==> src/sv/desr_pkg.sv <==
// shared types, bit-selection tables and s-box contents for the des round pipeline
// no dependencies; used by every desr_* stage and by des_feistel_round
package desr_pkg;

   typedef logic [63:0] block_type;
   typedef logic [47:0] exp_type;
   typedef logic [31:0] half_type;
   typedef logic [5:0]  six_type;
   typedef logic [3:0]  nib_type;

   localparam int unsigned NumSbox = 8;
   localparam int unsigned ExpBits = 48;
   localparam int unsigned HalfBits = 32;

   // standard numbering: entry i names the source bit, 1 is the msb
   localparam int unsigned EXP_SEL [0:47] = '{
      32, 1, 2, 3, 4, 5, 4, 5, 6, 7, 8, 9,
      8, 9, 10, 11, 12, 13, 12, 13, 14, 15, 16, 17,
      16, 17, 18, 19, 20, 21, 20, 21, 22, 23, 24, 25,
      24, 25, 26, 27, 28, 29, 28, 29, 30, 31, 32, 1
   };

   localparam int unsigned PERM_SEL [0:31] = '{
      16, 7, 20, 21, 29, 12, 28, 17, 1, 15, 23, 26, 5, 18, 31, 10,
      2, 8, 24, 14, 32, 27, 3, 9, 19, 13, 30, 6, 22, 11, 4, 25
   };

   // index is row * 16 + column
   localparam nib_type SBOX_TAB [0:7][0:63] = '{
      '{14, 4, 13, 1, 2, 15, 11, 8, 3, 10, 6, 12, 5, 9, 0, 7,
        0, 15, 7, 4, 14, 2, 13, 1, 10, 6, 12, 11, 9, 5, 3, 8,
        4, 1, 14, 8, 13, 6, 2, 11, 15, 12, 9, 7, 3, 10, 5, 0,
        15, 12, 8, 2, 4, 9, 1, 7, 5, 11, 3, 14, 10, 0, 6, 13},
      '{15, 1, 8, 14, 6, 11, 3, 4, 9, 7, 2, 13, 12, 0, 5, 10,
        3, 13, 4, 7, 15, 2, 8, 14, 12, 0, 1, 10, 6, 9, 11, 5,
        0, 14, 7, 11, 10, 4, 13, 1, 5, 8, 12, 6, 9, 3, 2, 15,
        13, 8, 10, 1, 3, 15, 4, 2, 11, 6, 7, 12, 0, 5, 14, 9},
      '{10, 0, 9, 14, 6, 3, 15, 5, 1, 13, 12, 7, 11, 4, 2, 8,
        13, 7, 0, 9, 3, 4, 6, 10, 2, 8, 5, 14, 12, 11, 15, 1,
        13, 6, 4, 9, 8, 15, 3, 0, 11, 1, 2, 12, 5, 10, 14, 7,
        1, 10, 13, 0, 6, 9, 8, 7, 4, 15, 14, 3, 11, 5, 2, 12},
      '{7, 13, 14, 3, 0, 6, 9, 10, 1, 2, 8, 5, 11, 12, 4, 15,
        13, 8, 11, 5, 6, 15, 0, 3, 4, 7, 2, 12, 1, 10, 14, 9,
        10, 6, 9, 0, 12, 11, 7, 13, 15, 1, 3, 14, 5, 2, 8, 4,
        3, 15, 0, 6, 10, 1, 13, 8, 9, 4, 5, 11, 12, 7, 2, 14},
      '{2, 12, 4, 1, 7, 10, 11, 6, 8, 5, 3, 15, 13, 0, 14, 9,
        14, 11, 2, 12, 4, 7, 13, 1, 5, 0, 15, 10, 3, 9, 8, 6,
        4, 2, 1, 11, 10, 13, 7, 8, 15, 9, 12, 5, 6, 3, 0, 14,
        11, 8, 12, 7, 1, 14, 2, 13, 6, 15, 0, 9, 10, 4, 5, 3},
      '{12, 1, 10, 15, 9, 2, 6, 8, 0, 13, 3, 4, 14, 7, 5, 11,
        10, 15, 4, 2, 7, 12, 9, 5, 6, 1, 13, 14, 0, 11, 3, 8,
        9, 14, 15, 5, 2, 8, 12, 3, 7, 0, 4, 10, 1, 13, 11, 6,
        4, 3, 2, 12, 9, 5, 15, 10, 11, 14, 1, 7, 6, 0, 8, 13},
      '{4, 11, 2, 14, 15, 0, 8, 13, 3, 12, 9, 7, 5, 10, 6, 1,
        13, 0, 11, 7, 4, 9, 1, 10, 14, 3, 5, 12, 2, 15, 8, 6,
        1, 4, 11, 13, 12, 3, 7, 14, 10, 15, 6, 8, 0, 5, 9, 2,
        6, 11, 13, 8, 1, 4, 10, 7, 9, 5, 0, 15, 14, 2, 3, 12},
      '{13, 2, 8, 4, 6, 15, 11, 1, 10, 9, 3, 14, 5, 0, 12, 7,
        1, 15, 13, 8, 10, 3, 7, 4, 12, 5, 6, 11, 0, 14, 9, 2,
        7, 11, 4, 1, 9, 12, 14, 2, 0, 6, 10, 13, 15, 3, 5, 8,
        2, 1, 14, 7, 4, 10, 8, 13, 15, 12, 9, 0, 3, 5, 6, 11}
   };

   // e expansion of the right half
   function automatic exp_type expand(input half_type r);
      exp_type e;
      e = '0;
      for (int i = 0; i < ExpBits; i++) begin
         e[ExpBits - 1 - i] = r[5'(HalfBits - EXP_SEL[i])];
      end
      return e;
   endfunction

   // eight s-boxes; outer bits pick the row, middle four the column
   function automatic half_type sbox_all(input exp_type x);
      half_type s;
      six_type  six;
      s   = '0;
      six = '0;
      for (int i = 0; i < NumSbox; i++) begin
         six = x[ExpBits - 1 - 6 * i -: 6];
         s[HalfBits - 1 - 4 * i -: 4] = SBOX_TAB[i][{six[5], six[0], six[4:1]}];
      end
      return s;
   endfunction

   // p permutation
   function automatic half_type permute(input half_type s);
      half_type f;
      f = '0;
      for (int i = 0; i < HalfBits; i++) begin
         f[HalfBits - 1 - i] = s[5'(HalfBits - PERM_SEL[i])];
      end
      return f;
   endfunction

endpackage

==> src/sv/desr_expand.sv <==
// stage 1 of the round pipeline: e expansion of the right half xor round key
// depends on desr_pkg
module desr_expand (
   input  logic               clock,
   input  logic               reset,
   input  logic               in_valid,
   output logic               in_ready,
   input  desr_pkg::block_type in_block,
   input  desr_pkg::exp_type  in_key,
   output logic               out_valid,
   input  logic               out_ready,
   output desr_pkg::half_type out_left,
   output desr_pkg::half_type out_right,
   output desr_pkg::exp_type  out_x
);
   import desr_pkg::*;

   logic     valid_ff;
   half_type left_ff;
   half_type right_ff;
   exp_type  x_ff;
   exp_type  x_in;

   assign in_ready = !valid_ff || out_ready;
   assign x_in     = expand(in_block[31:0]) ^ in_key;

   always_ff @(posedge clock) begin
      if (reset) begin
         valid_ff <= 1'b0;
      end else if (in_ready) begin
         valid_ff <= in_valid;
      end
   end

   always_ff @(posedge clock) begin
      if (in_valid && in_ready) begin
         left_ff  <= in_block[63:32];
         right_ff <= in_block[31:0];
         x_ff     <= x_in;
      end
   end

   assign out_valid = valid_ff;
   assign out_left  = left_ff;
   assign out_right = right_ff;
   assign out_x     = x_ff;

endmodule

==> src/sv/desr_sbox.sv <==
// stage 2 of the round pipeline: s-box substitution s1..s8
// depends on desr_pkg
module desr_sbox (
   input  logic               clock,
   input  logic               reset,
   input  logic               in_valid,
   output logic               in_ready,
   input  desr_pkg::half_type in_left,
   input  desr_pkg::half_type in_right,
   input  desr_pkg::exp_type  in_x,
   output logic               out_valid,
   input  logic               out_ready,
   output desr_pkg::half_type out_left,
   output desr_pkg::half_type out_right,
   output desr_pkg::half_type out_s
);
   import desr_pkg::*;

   logic     valid_ff;
   half_type left_ff;
   half_type right_ff;
   half_type s_ff;
   half_type s_in;

   assign in_ready = !valid_ff || out_ready;
   assign s_in     = sbox_all(in_x);

   always_ff @(posedge clock) begin
      if (reset) begin
         valid_ff <= 1'b0;
      end else if (in_ready) begin
         valid_ff <= in_valid;
      end
   end

   always_ff @(posedge clock) begin
      if (in_valid && in_ready) begin
         left_ff  <= in_left;
         right_ff <= in_right;
         s_ff     <= s_in;
      end
   end

   assign out_valid = valid_ff;
   assign out_left  = left_ff;
   assign out_right = right_ff;
   assign out_s     = s_ff;

endmodule

==> src/sv/desr_permute.sv <==
// stage 3 of the round pipeline: p permutation, xor into left, swap halves
// depends on desr_pkg; its register is the output register of the block
module desr_permute (
   input  logic                clock,
   input  logic                reset,
   input  logic                in_valid,
   output logic                in_ready,
   input  desr_pkg::half_type  in_left,
   input  desr_pkg::half_type  in_right,
   input  desr_pkg::half_type  in_s,
   output logic                out_valid,
   input  logic                out_ready,
   output desr_pkg::block_type out_block
);
   import desr_pkg::*;

   logic      valid_ff;
   block_type block_ff;
   block_type block_in;

   assign in_ready = !valid_ff || out_ready;
   assign block_in = {in_right, in_left ^ permute(in_s)};

   always_ff @(posedge clock) begin
      if (reset) begin
         valid_ff <= 1'b0;
      end else if (in_ready) begin
         valid_ff <= in_valid;
      end
   end

   always_ff @(posedge clock) begin
      if (in_valid && in_ready) begin
         block_ff <= block_in;
      end
   end

   assign out_valid = valid_ff;
   assign out_block = block_ff;

endmodule

==> src/sv/des_feistel_round.sv <==
// top level: one des feistel round as a three-stage valid/ready pipeline
// depends on desr_pkg, desr_expand, desr_sbox, desr_permute
//
//   port group   dir   width  content
//   req_*        in    64+48  block_in (left half on top), round_key
//   rsp_*        out   64     block_out: old right half, then left xor f
//
// rsp_valid rises once a request has passed the stage registers (expand/xor,
// s-box, permute/xor) in turn; one request per cycle is taken in steady state
// while rsp_ready stays high
// each stage holds its data while the next one is full and not ready, and a
// bubble anywhere lets a new request in even while a result waits
// synchronous reset clears only the stage valid bits
module des_feistel_round (
   input  logic                clock,
   input  logic                reset,
   input  logic                req_valid,
   output logic                req_ready,
   input  desr_pkg::block_type req_block_in,
   input  desr_pkg::exp_type   req_round_key,
   output logic                rsp_valid,
   input  logic                rsp_ready,
   output desr_pkg::block_type rsp_block_out
);
   import desr_pkg::*;

   logic     s1_valid;
   logic     s1_ready;
   half_type s1_left;
   half_type s1_right;
   exp_type  s1_x;
   logic     s2_valid;
   logic     s2_ready;
   half_type s2_left;
   half_type s2_right;
   half_type s2_s;

   desr_expand u_expand (
      .clock     (clock),
      .reset     (reset),
      .in_valid  (req_valid),
      .in_ready  (req_ready),
      .in_block  (req_block_in),
      .in_key    (req_round_key),
      .out_valid (s1_valid),
      .out_ready (s1_ready),
      .out_left  (s1_left),
      .out_right (s1_right),
      .out_x     (s1_x)
   );

   desr_sbox u_sbox (
      .clock     (clock),
      .reset     (reset),
      .in_valid  (s1_valid),
      .in_ready  (s1_ready),
      .in_left   (s1_left),
      .in_right  (s1_right),
      .in_x      (s1_x),
      .out_valid (s2_valid),
      .out_ready (s2_ready),
      .out_left  (s2_left),
      .out_right (s2_right),
      .out_s     (s2_s)
   );

   desr_permute u_permute (
      .clock     (clock),
      .reset     (reset),
      .in_valid  (s2_valid),
      .in_ready  (s2_ready),
      .in_left   (s2_left),
      .in_right  (s2_right),
      .in_s      (s2_s),
      .out_valid (rsp_valid),
      .out_ready (rsp_ready),
      .out_block (rsp_block_out)
   );

   // back-pressure only when every stage is full
   a_full_when_blocked: assert property (@(posedge clock) disable iff (reset)
      !req_ready |-> (s1_valid && s2_valid && rsp_valid && !rsp_ready))
      else $error("request blocked with a bubble in the pipeline");

   // a request in stage 1 that is not held must show up in stage 2
   a_s1_advances: assert property (@(posedge clock) disable iff (reset)
      (s1_valid && s1_ready) |=> s2_valid)
      else $error("stage 1 request lost");

   // accepted request lands in stage 1 with its right half intact
   a_s1_capture: assert property (@(posedge clock) disable iff (reset)
      (req_valid && req_ready) |=> (s1_valid && s1_right == $past(req_block_in[31:0])))
      else $error("stage 1 capture mismatch");

   a_reset_empty: assert property (@(posedge clock)
      reset |=> (!rsp_valid && !s1_valid && !s2_valid))
      else $error("pipeline not empty after reset");

endmodule

==> config.mk <==
export PLATFORM = sky130hd
export DESIGN_NAME = des_feistel_round
export DESIGN_NICKNAME = d
export VERILOG_FILES = /design/src/sv/desr_pkg.sv /design/src/sv/desr_expand.sv /design/src/sv/desr_sbox.sv /design/src/sv/desr_permute.sv /design/src/sv/des_feistel_round.sv
export SDC_FILE = /design/constraint.sdc
export NUM_CORES = 1
export LEC_CHECK = 0
export BUFFER_PORTS_ARGS = -buffer_cell sky130_fd_sc_hd__clkbuf_2
export CAP_MARGIN = 5
export CORE_UTILIZATION = 40
export DETAILED_ROUTE_END_ITERATION = 12
export GPL_ROUTABILITY_DRIVEN = 0
export MAX_ROUTING_LAYER = met4
export PLACE_DENSITY = 0.59
export SLEW_MARGIN = 5
export SYNTH_ARGS = -nofsm -noshare
export SYNTH_HDL_FRONTEND = slang
export SYNTH_SLANG_ARGS = --single-unit
==> constraint.sdc <==
create_clock -name clock -period 7.9 [get_ports clock]
set_input_delay 0.395 -clock clock [delete_from_list [all_inputs] [get_ports clock]]
set_output_delay 0.395 -clock clock [all_outputs]
set_load 0.01 [all_outputs]
## After elaboration in Yosys (flattened, before gate mapping)

Memories as Yosys holds them, arrays and structs flattened. A register that Yosys moved wholly into a read port is not among the register bits.
Index checks and enable logic that the tools add are counted.

- Register bits after elaboration: 243
- Memory bits (read-only): 2048
- Input port bits: 116
- Output and inout port bits: 66
- Memories: 8

- Bitwise logic cells: 10
- Reductions and logical operators: 9

Memory list:

| name | depth | bits a word | read ports | clocked after memory_dff | write ports | RTL line | source |
|---|---|---|---|---|---|---|---|
| (name not given) | 64 | 4 | 1 | 1 | 0 | desr_pkg.sv:82 | `s[HalfBits - 1 - 4 * i -: 4] = SBOX_TAB[i][{six[5], six[0], six[4:1]}];` |
| (name not given) | 64 | 4 | 1 | 1 | 0 | desr_pkg.sv:82 |  |
| (name not given) | 64 | 4 | 1 | 1 | 0 | desr_pkg.sv:82 |  |
| (name not given) | 64 | 4 | 1 | 1 | 0 | desr_pkg.sv:82 |  |
| (name not given) | 64 | 4 | 1 | 1 | 0 | desr_pkg.sv:82 |  |
| (name not given) | 64 | 4 | 1 | 1 | 0 | desr_pkg.sv:82 |  |
| 2 more memories | -- | -- | -- | -- | -- | -- |  |

Operators by type and width:

| kind | count |
|---|---|
| $not 6->7 | 8 |
| $xor 48x48->48 | 1 |
| $xor 32x32->32 | 1 |
| $logic_and 1x1->1 | 3 |
| $logic_not 1->1 | 3 |
| $logic_or 1x1->1 | 3 |

## Longest topological paths before layout

Gate-level depths: netlist (run 1).

- Word-level depth: 5
- Depth in mapped cells: 8
- Mapped depth without buffers: 6

## Modules after synthesis

From an unflattened synthesis (run 1), not the netlist that was laid out.

- Cells, all modules: 1075
- Area total of the unflattened synthesis: 13689.4 um^2

Modules (own cells, without submodules):

| module | times used | cells an instance | area each (um^2) | sequential area each (um^2) |
|---|---|---|---|---|
| desr_sbox | 1 | 809 | 7593.5 | 2902.8 |
| desr_expand | 1 | 165 | 3838.7 | 3383.2 |
| desr_permute | 1 | 101 | 2257.2 | 1941.9 |

## Worst setup path before layout (run 1)

Ideal clock, no wire load.

- Path type: reg-to-reg
- Start point: register u_permute.valid_ff (netlist: u_permute.out_valid)
- End point: register u_sbox.left_ff[0] (netlist: u_sbox.out_left[0]) (enable)
- Library setup time: 0.697 ns
- Arrival: 7.477 ns
- Required time: 7.203 ns
- Path slack: -0.274 ns
- Cell stages (with the launch flop): 3
- Path buffers: 0
- Clock period less this slack: 8.174 ns
- Path through: dfxtp_1 nor2b_1 a21boi_0

- Cells in the longest elaborated chain, start to end: 4

RTL lines:

| element | RTL line | source |
|---|---|---|
| from (decl) | desr_permute.sv:17 | `logic valid_ff;` |
| from (signal assigned) | desr_permute.sv:28 | `valid_ff <= in_valid;` |
| $logic_not 1->1 | desr_permute.sv:21 | `assign in_ready = !valid_ff \|\| out_ready;` |
| $logic_or 1x1->1 | desr_permute.sv:21 |  |
| $logic_or 1x1->1 | desr_sbox.sv:25 | `assign in_ready = !valid_ff \|\| out_ready;` |
| $logic_and 1x1->1 | desr_sbox.sv:37 | `if (in_valid && in_ready) begin` |
| to (signal assigned) | desr_sbox.sv:38 | `left_ff <= in_left;` |
| to (decl) | desr_sbox.sv:20 | `half_type left_ff;` |

No other way between the ends.
A chain may end at the register's enable or synchronous reset.

## Worst setup path after layout (run 1)

- Start point: register u_permute.valid_ff (netlist: u_permute.out_valid)
- End point: register u_sbox.left_ff[3] (netlist: u_sbox.out_left[3]) (enable)

The elaborated chain is that of the path after synthesis.

==> qor.csv, run 1 <==
stage,metric,value,unit
worst_setup_path,r2r_end,u_sbox.out_left[3],
synthesis,synth_area,0.0139,sq mm
synthesis,syn_area_per_cell,13.4,sq um
worst_setup_path,end_kind,flip-flop,
pwr,clock_power_share,0.371,
synthesis,seq_area_frac_synth,0.593,
global_routing,grt.busiest_layer,met2,
clock_network,tritoncts,done,
timing,finalSetupTns,0,ns
pwr,power.internal,2.90,mW
route,avgViaCountPerCell,5.16,
timing,rsz0062_at_grt,false,
run_status,status,completed,
pwr,p_sw_frac,0.253,
global_routing,grt_use_total,0.156,
synthesis,synth_top_family_by_area,compound AO/OA/AOI/OAI gates,
die,io_pins,182,
worst_setup_path,r2r_cells,3,
timing,layout_min_cycle_time,2.67,ns
synthesis,synthCells,1038,
cells_and_area,syn2layout_area_growth,17.1,%
pwr,power.total,3.88,mW
worst_setup_path,critPathLaunchType,flip-flop,
worst_setup_path,path_max_fanout,68,
die,rows,67,
synthesis,synth_flop_cell,edfxtp_1,
pwr,cellPowerDensity,239,mW/mm^2
timing,slew_headroom,0.261,
clock_network,clkTransAtPathRegs,0.06,ns
timing,tightest_slew,1.11,ns
route,wl,27.2,mm
synthesis,synth_edf_count,272,
route,drtIter0Drc,718,
pwr,p_sw,981,uW
synthesis,synthSimpleGateAreaFrac,0.0808,
worst_setup_path,critPathKind,flip-flop to flip-flop,
clock_network,clockBufferDepth,3,
clock_network,numCtsBuffers,30,
timing,timing.final.crit_share,0.338,
route,ant_nets,0,
clock_network,clock_latency,0.55,ns
synthesis,synth_compound_area_frac,0.110,
synthesis,synth_nets,1217,
global_routing,grt_first_pass_wirelength,43.3,mm
cells_and_area,mostFrequentLayoutCell,edfxtp_1,
global_routing,met3_usage,0.0235,
timing,hold_viol,0,
global_routing,grt-ovfl-total,0,
global_routing,grt_max_degree,69,
die,dieHeight,188,um
synthesis,synth_mux_area_frac,0.0628,
route,route.detailed.drc,0,
synthesis,ys.warnings.count,0,
cells_and_area,fin_nets,1386,
worst_setup_path,rrSetupSlack,5.23,ns
min_path,min_path_type,primary input to flip-flop,
synthesis,yosysUniqueCellTypes,77,
route,vias,8663,
die,start_util,0.410,
timing,worst_clock_skew,0.0154,ns
cells_and_area,n_antenna_cell,0,
global_routing,grt_pass1_vias,8154,
min_path,worst_hold_path.endpoint,u_expand.out_left[23],
min_path,min_from,req_block_in[55],
route,firstDrtPassIters,7,
synthesis,synth-xor-area-share,0.0631,
synthesis,ys_ff_latch,275,
global_routing,antenna_found_initial,0,
global_routing,use_met1,0.220,
die,design.core.area,0.0339,sq mm
place,hpwl,17.7,mm
die,fp.dieArea,0.0354,sq mm
place,port_buffers,181,
worst_setup_path,worstReg2RegStart,u_permute.out_valid,
timing,setup_viol,0,
pwr,combPwrFrac,0.145,
global_routing,use_met2,0.237,
cells_and_area,drive_above_1_share,0.227,
min_path,whs_path_depth,1,
clock_network,clock-root-buffer,clkbuf_16,
synthesis,synthAdderAreaFrac,0.0568,
pwr,p_leak,6.20,nW
clock_network,postCtsSetupBuffers,0,
timing,fmax,0.375,GHz
die,die_width,188,um
worst_setup_path,crit_required,8.07,ns
clock_network,clock-sinks,275,
pwr,ir_worst_vdd,0.161,mV
route,wire_per_inst,16.2,um
synthesis,async_flop_share,0,
worst_setup_path,arrival,2.83,ns
cells_and_area,layout_common_cells,"edfxtp_1, clkbuf_2, xor2_1, ha_1, nor2_1",
pwr,p_seq_frac,0.484,
timing,drv_slew,0,
flow_run,cap_violations,0,
clock_network,htree_levels,1,
cells by family after synthesis:
kind of cell | after synthesis
muxes | 56
AOI/OAI and AO/OA | 215
adders and majority gates | 63
xor gates and xnor gates | 100
and+or+nand+nor | 221
DFF | 275
buffers and inverters | 108
sequential cells by signal, summed over array words and instances, names as in the netlist:
register             count
u_sbox.out_left         32
u_expand.out_x          48
u_expand.out_left       32
u_expand.out_valid       1
u_sbox.out_right        32
u_sbox.out_valid         1
u_permute.out_block     64
u_permute.out_valid      1
u_expand.out_right      32
u_sbox.out_s            32
power groups by stage:
stage          Sequential (mW)  Clock, mW  Combinational (mW)
2_1_floorplan             1.83          0               0.485
3_3_place_gp              1.91          0               0.554
3_5_place_dp              1.91          0               0.560
4_1_cts                   1.88       1.49               0.566
5_1_grt                   1.90       1.54               0.631
6_report                  1.88       1.44               0.563
what timing repair did:
item,in CTS,in global routing
hold buffers,9,0
resized for setup,0,0
endpoints found under the hold margin,9,0
worst max-delay path: stages (launching register included):
cell and delay, ns:
dfxtp_1 0.30, nor2b_1 0.24, a21boi_4 0.82, buf_4 0.87
worst max path at each step:
| stage | endpoint | from | cells past startpoint | slack (ns) |
|---|---|---|---|---|
| 3_3_place_gp | u_sbox.out_left[28] | rsp_ready | 4 | 5.04 |
| 4_1_cts | u_sbox.out_s[17] | u_permute.out_valid | 3 | 5.09 |
| 5_1_grt | u_sbox.out_right[29] | u_permute.out_valid | 3 | 4.97 |
| 6_report | u_sbox.out_left[3] | u_permute.out_valid | 3 | 5.23 |
| 2_1_floorplan | u_expand.out_left[0] | u_expand.out_valid | 1 | 0.86 |
| 3_5_place_dp | u_sbox.out_left[21] | rsp_ready | 4 | 5.01 |
synth_stat cells (all sizes together) (6+ instances only):
| library cell | number | share of area |
|---|---|---|
| o21ai | 40 | 0.014 |
| nand2 | 48 | 0.013 |
| inv | 51 | 0.014 |
| mux2i | 26 | 0.019 |
| edfxtp | 272 | 0.59 |
| mux4 | 24 | 0.039 |
| a21oi | 41 | 0.015 |
| mux2 | 6 | 0.0051 |
| xnor2 | 13 | 0.0082 |
| o311ai | 8 | 0.0050 |
| and3 | 8 | 0.0036 |
| buf | 35 | 0.014 |
| nor3b | 6 | 0.0032 |
| ha | 63 | 0.057 |
| or2 | 11 | 0.0050 |
| nor2 | 52 | 0.014 |
| xor2 | 87 | 0.055 |
| clkbuf | 22 | 0.0060 |
| o211ai | 10 | 0.0054 |
| nand3 | 9 | 0.0032 |
| a211oi | 24 | 0.014 |
| o22ai | 6 | 0.0027 |
| o32ai | 6 | 0.0038 |
| nand2b | 24 | 0.011 |
| nor2b | 25 | 0.011 |
| nor3 | 18 | 0.0065 |
metal layers:
metal / up-vias / part of all wire
met1: 4144 / 0.48
met5: - / 0
met4: 0 / 0.015
met2: 232 / 0.45
li1: 4252 / -
met3: 35 / 0.051
stage by stage:
| step | std cells | util | setup WS (ns) | area, sq um | hold slack (ns) |
|---|---|---|---|---|---|
| after floorplan | 1038 | - | 0.856 | 13900 | 0.400 |
| final | 1678 | 0.480 | 5.23 | 16200 | 0.0331 |
| after detailed placement | 1614 | 0.447 | 5.01 | 15100 | 0.405 |
| after global routing | 1678 | 0.480 | 4.97 | 16200 | 0.00348 |
| after global placement | 1614 | 0.447 | 5.04 | 15100 | 0.400 |
| after CTS | 1678 | 0.480 | 5.09 | 16200 | 0.000207 |
area by class of cell:
type,count,area (sq um)
fill,3038,17600
sequential,275,8230
multi-input combinational,655,5220
timing repair buffer,194,1030
clock buffer,36,795
tap,448,561
clock inverter,19,231
inverter,51,191
No activity file was read; power rests on OpenSTA's default activity.
==> run 2: changes to the inputs <==
==> constraint.sdc (replaced) <==
create_clock -name clock -period 2.34 [get_ports clock]
set_input_delay 0.117 -clock clock [delete_from_list [all_inputs] [get_ports clock]]
set_output_delay 0.117 -clock clock [all_outputs]
set_load 0.01 [all_outputs]
==> run 2 against run 1 <==
  * Non-clock buffer count up 148
  * Maximum frequency up 26%
  * Cell area up 8.6%
  * Core utilization up 4.1 points
  * Clock power rose to 3.2 times the previous value
  * Worst setup slack worse by 5.0 ns
  * Wire length up 6.9%
  * Register-to-register slack worse by 5.0 ns
  * Global-route usage up 1.1 points
  * Critical path type unchanged
==> qor.csv, run 2 (synthesis gave the netlist of run 1 again) <==
stage,metric,value,unit
global_routing,grt_use_total,0.167,
worst_setup_path,end_kind,flip-flop,
timing,setup_slack,0.226,ns
timing,setup_viol,0,
cells_and_area,syn2layout_area_growth,27.2,%
min_path,min_path_type,primary input to flip-flop,
place,placed_cell_area,0.0155,sq mm
cells_and_area,largest_register_ff_count,64,
route,wire_per_inst,15.9,um
pwr,clock_power_share,0.349,
die,start_util,0.410,
timing,tightest_slew,0.711,ns
timing,layout_min_cycle_time,2.11,ns
route,wl,29.1,mm
die,die_width,188,um
clock_network,clock-root-buffer,clkbuf_16,
clock_network,clock_latency,0.55,ns
worst_setup_path,critPathKind,flip-flop to flip-flop,
die,fp.dieArea,0.0354,sq mm
cells_and_area,mostFrequentLayoutCell,edfxtp_1,
global_routing,grt_pass1_vias,9170,
die,io_pins,182,
global_routing,grt_first_pass_wirelength,47.0,mm
route,drtIter0Drc,745,
clock_network,clkTransAtPathRegs,0.06,ns
pwr,ir_worst_vdd,0.631,mV
cells_and_area,layout_common_cells,"edfxtp_1, clkbuf_2, dlygate4sd3_1, xor2_1, ha_1",
clock_network,htree_levels,1,
global_routing,antenna_found_initial,2,
clock_network,clock-sinks,275,
cells_and_area,fin_cells,1827,
die,design.core.area,0.0339,sq mm
pwr,p_leak,6.85,nW
worst_setup_path,arrival,2.43,ns
cells_and_area,post-route-util,0.521,
global_routing,grt_max_degree,47,
clock_network,cts_resized,0,
route,route.detailed.drc,0,
timing,drv_slew,0,
clock_network,numCtsBuffers,30,
timing,hold_viol,0,
die,rows,67,
clock_network,clockBufferDepth,3,
global_routing,grt-ovfl-total,0,
worst_setup_path,critPathLaunchType,flip-flop,
pwr,combPwrFrac,0.180,
timing,worst_clock_skew,0.0120,ns
timing,fmax,0.473,GHz
flow_run,cap_violations,0,
worst_setup_path,path_max_fanout,5,
timing,slew_headroom,0.526,
pwr,cellPowerDensity,741,mW/mm^2
pwr,power.internal,9.70,mW
route,firstDrtPassIters,7,
worst_setup_path,crit_required,2.65,ns
route,avgViaCountPerCell,5.13,
cells_and_area,fin_area,0.0176,sq mm
place,port_buffers,181,
cells_and_area,drive_above_1_share,0.234,
timing,timing.final.crit_share,0.903,
pwr,power.total,13.1,mW
run_status,status,completed,
route,ant_nets,0,
place,pre_cts_ws,0.225,ns
place,placed_cells,1656,
pwr,p_sw_frac,0.258,
pwr,p_sw,3.37,mW
route,vias,9379,
cells_and_area,fin_nets,1534,
place,hpwl,18.8,mm
die,dieHeight,188,um
timing,rsz0062_at_grt,false,
pwr,p_seq_frac,0.471,
clock_network,tritoncts,done,
==> run 2: worst max-delay path, stage by stage, from the launching register on <==
cell      delay (ns)
edfxtp_1        0.35
inv_1           0.10
ha_1            0.38
inv_1           0.11
mux2_1          0.30
mux4_2          0.46
o21a_1          0.17
==> run 2: power groups by stage <==
stage                     registers [mW]  clock network (mW)  logic (mW)
after global routing                6.20                4.91        2.62
after CTS                           6.15                4.72        2.36
after floorplan                     6.15                   0        1.64
after global placement              6.25                   0        2.18
final                               6.16                4.56        2.36
after detailed placement            6.26                   0        2.20
==> run 2: path summary, 6_finish.rpt <==
| path | startpoint | to | slack, ns | depth (start not counted) |
|---|---|---|---|---|
| worst max register to register | u_expand.out_x[32] | u_sbox.out_s[23] | 0.23 | 6 |
| worst min register to register | u_expand.out_left[23] | u_sbox.out_left[23] | 0.41 | 0 |
| worst max-delay path | u_expand.out_x[32] | u_sbox.out_s[23] | 0.23 | 6 |
| worst min-delay path | req_round_key[43] | u_expand.out_x[43] | 0.04 | 2 |
==> run 2: what timing repair did <==
| action | CTS | global route |
|---|---|---|
| setup buffers | 0 | 0 |
| endpoints found under the hold margin | 115 | 0 |
| hold buffers | 115 | 0 |
==> run 2: per-layer routing <==
metal,wire (um),global-route usage
met5,0,-
met3,1480,0.0266
met4,758,0.0478
met1,13000,0.216
met2,13800,0.272
==> run 2: per-stage QoR <==
stage / TNS, ns / hold WS [ns]
finish: 0 / 0.0368
global route: 0 / 0.00821
CTS: 0 / 0.00351
detailed placement: 0 / 0.296
global placement: 0 / 0.294
floorplan: -102.84 / 0.182
==> run 2: cell type report <==
cell class	instances	area (sq um)
multi-input cells	655	5220
fillers	2876	16200
repair buffers	342	2480
flip-flops and latches	275	8230
inverters	51	191
diodes	1	2.50
clock inverters	13	101
well taps	448	561
clock buffers	42	857
==> run 3: changes to the inputs <==
--- a/config.mk
+++ b/config.mk
@@ -11,7 +11,7 @@
 export DETAILED_ROUTE_END_ITERATION = 12
 export GPL_ROUTABILITY_DRIVEN = 0
 export MAX_ROUTING_LAYER = met4
-export PLACE_DENSITY = 0.59
+export PLACE_DENSITY = 0.57
 export SLEW_MARGIN = 5
 export SYNTH_ARGS = -nofsm -noshare
 export SYNTH_HDL_FRONTEND = slang
==> constraint.sdc (replaced) <==
create_clock -name clock -period 2.55 [get_ports clock]
set_input_delay 0.1275 -clock clock [delete_from_list [all_inputs] [get_ports clock]]
set_output_delay 0.1275 -clock clock [all_outputs]
set_load 0.01 [all_outputs]
==> run 3 against run 2 <==
  * Sequential share of layout area rose by 0.16 points
  * Core utilization fell by 0.18 points
  * Clock power fell by 5.9%
  * Worst setup slack improved by 0.19 ns
  * Clock skew fell by 0.0055 ns
  * Power fell by 7.6%
  * Clock-buffer cell count fell by 1
  * Largest power group unchanged
==> qor.csv, run 3 (synthesis gave the netlist of run 1 again) <==
stage,metric,value,unit
clock_network,cts_resized,0,
route,vias,9188,
route,route.detailed.drc,0,
clock_network,tritoncts,done,
cells_and_area,fin_area,0.0176,sq mm
cells_and_area,drive_above_1_share,0.224,
pwr,ir_worst_vdd,0.506,mV
worst_setup_path,crit_required,2.85,ns
route,wl,28.9,mm
cells_and_area,multi_input_comb_area,0.00522,sq mm
clock_network,clock_latency,0.55,ns
global_routing,grt_max_degree,62,
worst_setup_path,crit_path_end,u_sbox.out_s[23],
global_routing,use_met2,0.267,
pwr,p_leak,6.81,nW
global_routing,antenna_found_initial,0,
die,design.core.area,0.0339,sq mm
die,start_util,0.410,
worst_setup_path,end_kind,flip-flop,
timing,setup_slack,0.414,ns
global_routing,grt_pass1_vias,8970,
cells_and_area,largest_register_ff_count,64,
die,fp.dieArea,0.0354,sq mm
route,drtIter0Drc,712,
route,wire_per_inst,15.9,um
global_routing,grt_use_total,0.169,
min_path,min_from,req_block_in[44],
pwr,cellPowerDensity,687,mW/mm^2
cells_and_area,syn2layout_area_growth,26.7,%
worst_setup_path,rrSetupSlack,0.41,ns
global_routing,grt.busiest_layer,met2,
timing,tightest_slew,0.894,ns
timing,rsz0062_at_grt,false,
global_routing,grt-ovfl-total,0,
cells_and_area,seqCellArea,0.00823,sq mm
cells_and_area,fin_nets,1527,
min_path,min_path_type,primary input to flip-flop,
cells_and_area,mostFrequentLayoutCell,edfxtp_1,
clock_network,htree_levels,1,
route,avgViaCountPerCell,5.05,
timing,slew_headroom,0.404,
worst_setup_path,worstReg2RegStart,u_expand.out_x[31],
flow_run,cap_violations,0,
cells_and_area,fillers,2947,
cells_and_area,n_antenna_cell,0,
die,io_pins,182,
clock_network,postCtsSetupBuffers,0,
die,dieHeight,188,um
worst_setup_path,critPathLaunchType,flip-flop,
die,die_width,188,um
global_routing,grt_first_pass_wirelength,46.8,mm
timing,setup_viol,0,
place,hpwl,18.8,mm
place,port_buffers,181,
timing,whs,0.297,ns
worst_setup_path,critPathLaunch,u_expand.out_x[31],
timing,fmax,0.468,GHz
route,firstDrtPassIters,5,
clock_network,clock-sinks,275,
cells_and_area,layout_common_cells,"edfxtp_1, clkbuf_2, dlygate4sd3_1, xor2_1, ha_1",
worst_setup_path,critPathKind,flip-flop to flip-flop,
worst_setup_path,r2r_cells,6,
route,ant_nets,0,
timing,layout_min_cycle_time,2.14,ns
die,rows,67,
run_status,status,completed,
clock_network,numCtsBuffers,30,
place,pre_cts_ws,0.420,ns
clock_network,clkTransAtPathRegs,0.06,ns
timing,hold_viol,0,
global_routing,met3_usage,0.0292,
clock_network,clockBufferDepth,3,
timing,worst_clock_skew,0.00656,ns
worst_setup_path,path_max_fanout,6,
worst_setup_path,r2r_end,u_sbox.out_s[23],
pwr,power.total,12.1,mW
global_routing,use_met1,0.223,
place,placed_cell_area,0.0154,sq mm
timing,drv_slew,0,
worst_setup_path,arrival,2.44,ns
clock_network,clock-root-buffer,clkbuf_16,
timing,timing.final.crit_share,0.838,
run 3: layout make-up:
type / count / share of cell area
Clock buffer: 41 / 0.0463
Clock inverter: 13 / 0.00911
Inverter: 51 / 0.0109
Multi-Input combinational cell: 655 / 0.297
Sequential cell: 275 / 0.468
Tap cell: 448 / 0.0319
Timing Repair Buffer: 335 / 0.137
run 3: how the worst min path moves through the flow:
stage / end / slack, ns / cells after the start
floorplan: u_permute.out_valid / 0.19 / 1
detailed placement: u_expand.out_left[23] / 0.31 / 1
finish: u_expand.out_left[12] / 0.30 / 2
global route: u_expand.out_left[12] / 0.27 / 2
CTS: u_expand.out_left[23] / 0.26 / 2
global placement: u_expand.out_left[12] / 0.30 / 1
run 3: metal layers:
| layer | vias up | part of all wire |
|---|---|---|
| met1 | 4397 | 0.46 |
| met3 | 40 | 0.048 |
| met5 | - | 0 |
| met2 | 222 | 0.48 |
| li1 | 4529 | - |
| met4 | 0 | 0.019 |
run 3: power by group:
| group | switching, mW | internal [mW] | total [mW] |
|---|---|---|---|
| registers | 0.286 | 5.39 | 5.68 |
| clock network | 1.68 | 2.61 | 4.29 |
| logic | 1.06 | 1.05 | 2.11 |
| total | 3.02 | 9.06 | 12.1 |
run 3: worst max-delay path: stages (launching register included):
cell,delay (ns)
edfxtp_1,0.34
inv_1,0.11
ha_1,0.40
inv_1,0.12
mux2_1,0.29
mux4_2,0.46
o21a_1,0.18
run 3: stage by stage:
stage	TNS, ns	std cells	util
detailed placement	0	1647	0.456
floorplan	-42.79	1038	-
global route	0	1818	0.519
CTS	0	1818	0.519
global placement	0	1647	0.456
finish	0	1818	0.519
run 3: repair_timing:
| item | CTS | global route |
|---|---|---|
| setup endpoints to repair | 0 | 0 |
| hold endpoints to repair | 115 | 0 |
| hold buffers | 117 | 0 |
